### config.mk
export PLATFORM = sky130hd
export DESIGN_NAME = wns_mul
export DESIGN_NICKNAME = d
export VERILOG_FILES = /design/src/rtl/core/assert_macros.svh /design/src/rtl/core/wns_pkg.sv /design/src/rtl/core/wns_mul.sv
export SDC_FILE = /design/constraint.sdc
export NUM_CORES = 1
export LEC_CHECK = 0
export ABC_CLOCK_PERIOD_IN_PS = 8700
export BUFFER_PORTS_ARGS = -buffer_cell sky130_fd_sc_hd__buf_2
export CORE_MARGIN = 1.5
export CORE_UTILIZATION = 60
export DETAILED_ROUTE_END_ITERATION = 16
export PLACE_DENSITY = 0.79
export SLEW_MARGIN = 20
export SYNTH_ARGS = -nofsm -noshare
export SYNTH_HDL_FRONTEND = slang
export SYNTH_SLANG_ARGS = --single-unit
### constraint.sdc
create_clock -name clk -period 8.7 [get_ports clk]
set_clock_uncertainty 0.2 [all_clocks]
set_input_delay 0.87 -clock clk [delete_from_list [all_inputs] [get_ports clk]]
set_output_delay 0.87 -clock clk [all_outputs]
set_load 0.05 [all_outputs]
### src/rtl/core/assert_macros.svh
// ----------------------------------------------------------------------------
// Assertion macros
// Shared wrappers for the concurrent checks of the synthesizer core.
// ----------------------------------------------------------------------------
// Each macro expects signals named clk and rst_n in the enclosing module.
`ifndef ASSERT_MACROS_SVH
`define ASSERT_MACROS_SVH

// The consequent must hold in the same cycle as the antecedent.
`define WNS_ASSERT_NOW(label, ante, cons, msg) \
    label: assert property (@(posedge clk) disable iff (!rst_n) (ante) |-> (cons)) \
        else $error(msg);

// The consequent must hold in the cycle after the antecedent.
`define WNS_ASSERT_NEXT(label, ante, cons, msg) \
    label: assert property (@(posedge clk) disable iff (!rst_n) (ante) |=> (cons)) \
        else $error(msg);

`endif

### src/rtl/core/wns_pkg.sv
// ----------------------------------------------------------------------------
// wns_pkg
// Types, constants and helper functions of the wavetable and noise synthesizer.
// ----------------------------------------------------------------------------
`timescale 1ns / 1ps

package wns_pkg;

    localparam int WNS_VOICES    = 8;
    localparam int WNS_RAM_BYTES = 1024;

    localparam int SLOTS      = 8;
    localparam int SLOT_W     = 3;
    localparam int COUNT_W    = 4;
    localparam int ADDR_W     = 10;
    localparam int DATA_W     = 8;
    localparam int SAMPLE_W   = 15;
    localparam int VOL_W      = 4;
    localparam int WAVE_W     = 4;
    localparam int FREQ_W     = 20;
    localparam int SCALE_W    = 20;
    localparam int PROD_W     = FREQ_W + SCALE_W;
    localparam int FRAC_W     = 16;
    localparam int PHASE_W    = 32;
    localparam int NPHASE_W   = 12;
    localparam int NSUM_W     = 18;
    localparam int CNT_W      = NSUM_W - NPHASE_W;
    localparam int LFSR_W     = 18;
    localparam int NOISE_SHIFT = 5;
    localparam int CFG_IDX_W  = 2;
    localparam int CFG_DATA_W = 20;

    localparam logic [ADDR_W-1:0]   REG_BASE  = 10'h100;
    localparam logic [ADDR_W-1:0]   REG_END   = 10'h140;
    localparam logic [LFSR_W-1:0]   LFSR_TAP  = 18'h28000;
    localparam logic [LFSR_W-1:0]   LFSR_SEED = 18'h00001;
    localparam logic [SAMPLE_W-1:0] NOISE_AMP = 15'd7;
    localparam logic [SAMPLE_W-1:0] WAVE_BIAS = 15'd128;
    localparam logic [SCALE_W-1:0]  SCALE_RESET = 20'h10000;

    // Configuration register indexes.
    localparam logic [CFG_IDX_W-1:0] CFG_SOUND_ENABLE = 2'd0;
    localparam logic [CFG_IDX_W-1:0] CFG_VOICE_COUNT  = 2'd1;
    localparam logic [CFG_IDX_W-1:0] CFG_FREQ_SCALE   = 2'd2;

    // Byte offsets within one voice's eight-byte register group.
    localparam logic [2:0] REG_OFF_VOLUME  = 3'd0;
    localparam logic [2:0] REG_OFF_WAVE    = 3'd1;
    localparam logic [2:0] REG_OFF_FREQ_MD = 3'd2;
    localparam logic [2:0] REG_OFF_FREQ_LO = 3'd3;
    localparam logic [2:0] REG_OFF_NOISE   = 3'd4;

    typedef enum logic [1:0] {
        OP_READ  = 2'd0,
        OP_WRITE = 2'd1,
        OP_TICK  = 2'd2,
        OP_NONE  = 2'd3
    } opcode_t;

    typedef enum logic [3:0] {
        ST_CLEAR,
        ST_IDLE,
        ST_RD,
        ST_WR,
        ST_VOICE,
        ST_WPH,
        ST_WACC,
        ST_NPH,
        ST_NSTEP,
        ST_DONE
    } wns_state_t;

    // One shift of the noise generator.
    function automatic logic [LFSR_W-1:0] lfsr_next(input logic [LFSR_W-1:0] s);
        logic [LFSR_W-1:0] t;
        t = s[0] ? (s ^ LFSR_TAP) : s;
        return t >> 1;
    endfunction

    // The noise output flips when the two low bits of the state differ.
    function automatic logic lfsr_flip(input logic [LFSR_W-1:0] s);
        return s[0] ^ s[1];
    endfunction

endpackage

### src/rtl/core/wns_mul.sv
// ----------------------------------------------------------------------------
// wns_mul
// Shared unsigned multiplier with a registered product.
// ----------------------------------------------------------------------------
`timescale 1ns / 1ps

module wns_mul import wns_pkg::*; (
    input  logic               clk,
    input  logic [FREQ_W-1:0]  a,
    input  logic [SCALE_W-1:0] b,
    output logic [PROD_W-1:0]  prod
);

    logic [PROD_W-1:0] prod_reg;

    always_ff @(posedge clk)
    begin
        prod_reg <= PROD_W'(a) * PROD_W'(b);
    end

    assign prod = prod_reg;

endmodule

==> metrics.cfg <==
[sta]
tns_ns = 0
fin_crit_ns = 7.18
rsz0062_at_grt = no
final.period_utilization_pct = 82.5
hold_viol = 0
clock.fmax_mhz = 139
final-setup-viol-count = 0
worst_pin_slew_ns = 0.518
drv_slew = 0
slew_headroom_pct = 65.4

[hold_path]
hp-class = in -> reg

[synth]
syn-num-nets = 2104
ys.flop_type = dfxtp_1
synth_common_cells = inv_1 (363), fa_1 (320), and2_1 (218), nand2_1 (216), ha_1 (150)
yosysMostFrequentCell = inv_1
syn_area_sq_um = 14300
ys_ff_latch = 40
postSynthAreaPerCell_sq_um = 8.98
synth_edf_count = 0
synth.distinct_cells = 48
ys_async_sr_fraction_pct = 0
synth_top_area_cell = fa_1
synth_cells = 1593
synth.area.top_cells = fa_1 (45%), ha_1 (13%), and2_1 (9.5%), inv_1 (9.5%), nand2_1 (5.7%)
ys_seq_area_share_pct = 5.60
ys_warn_count = 0
synth_top_area_share_pct = 44.8

[place]
hpwl_mm = 27.2
dp.cells = 1907
io_buffers = 80
gp_congestion = 0.895
placedInstanceArea_sq_um = 14800

[floorplan]
core_sq_um = 23400
start_util_pct = 61.1
die_h_microns = 157
io_pins = 81
placementRows = 56
fp.dieW_microns = 157
die_area_sq_um = 24800

[setup_path]
crit_required_ns = 8.67
worstPathMaxFanout = 20
cp_slowest_stage_delay_ns = 0.56
worstPathArrival_ns = 7.15
end_kind = flop
cp_common_cell = fa_1
cp_cell_sequence = buf_2 > nand2_1 > fa_1 > inv_1 > fa_1 > inv_1 > fa_1 > inv_1 > fa_1 > fa_1 > fa_1 > inv_1 > fa_1 > inv_1 > ha_1 > a21oi_1 > o221ai_1 > a21oi_1 > nand2_1 > o21ai_1 > o21ai_1 > xor2_1
critPathLaunchType = input port
criticalPathCategory = in -> reg
slowest_stage = fa_1
cp_num_buf_inv = 6
cp_top_family = adder cells

[clocking]
clkTransAtPathRegs_ns = 0.06
clk_path_buf_depth = 2
cts_tree = built
cts_root_buffer = clkbuf_16
cts-hold-fix-buffers = 0
cts_sinks = 40
cts-resized-gates = 0
cts_buffers = 5
post_cts_buffers = 0
htree_levels = 2

[routing]
drcViolationCount = 0
wl_per_cell_microns = 17.8
num_vias = 10670
drtAntennaViolNets = 0
vias_per_cell = 5.57
firstDrtPassIters = 8
wl_mm = 34.0
drt_iter0_drc = 640

[finish]
largest_reg_flops = 40
areaGrowthSynthToFinish_pct = 4.50
postLayoutCellArea_sq_um = 14900
layout.nets = 2106
drive_gt1_share_pct = 6.33
n_antenna_cell = 0
fin_cells = 1915

[run]
drv_cap = 0

[global_route]
overflow = 0
grt_max_degree = 21
antenna_found_initial = 1
grt_pass1_vias = 11456
grt_util_all_layers_pct = 29.4
grt_pass1_wl_mm = 55.9

[status]
status = complete, no violations

path summary, 6_finish.rpt:
kind / from / endpoint / slack (ns) / depth (start not counted)
worst max-delay path: b[11] / prod[35] / 1.52 / 22
worst min-delay path: b[0] / prod[0] / 0.84 / 2
metal layers:
layer  global-route usage, %  up-vias  wire, microns
met1                    35.0     5396          12400
met2                    52.0      449          17700
li1                        -     4696              -
met3                    3.94      129           2050
met4                    15.3        0           1860
met5                       0        -              0
final cells by class:
type                    instances  area, sq um
clock buffers                   6          129
well taps                     319          399
fillers                      2001         8460
inverters                     363         1360
repair buffers                 80          400
clock inverters                 2         35.0
multi-input cells            1105        11800
flip-flops and latches         40          801
cells by family after synthesis:
| kind of cell | share of synthesized area, % |
|---|---|
| adders and majority gates | 57.9 |
| AOI/OAI and AO/OA | 5.47 |
| buffers and inverters | 11.8 |
| xor gates and xnor gates | 2.27 |
| and+or+nand+nor | 17.0 |
| DFF | 5.60 |
layout by cell type, fill, tap and decap left out, types with 3 or more instances in the layout:
cell         n
clkbuf_16    5
o21bai_1     3
xnor2_1     21
nand4_1      8
xor2_1      16
and3_1       5
buf_2       80
fa_1       320
a21oi_1     41
o21ai_1     14
o221ai_1     4
nor2_1      19
o211ai_1     7
dfxtp_1     40
o21ai_0      8
a21o_1      10
nand3_1      5
nor3_1       6
inv_1      363
ha_1       150
and2_1     218
nand2_1    216
metrics by stage:
stage / utilization, % / hold WS, ns / worst slack [ns]
4_1_cts: 63.9 / 0.825 / 1.60
5_1_grt: 63.9 / 0.845 / 1.18
3_5_place_dp: 63.2 / 1.12 / 1.32
2_1_floorplan: - / 1.00 / 1.99
6_report: 63.9 / 0.843 / 1.52
3_3_place_gp: 63.2 / 1.13 / 1.42
Power is not shown: default switching activity piles up to over one toggle a cycle in this logic, so the estimate is an artifact.
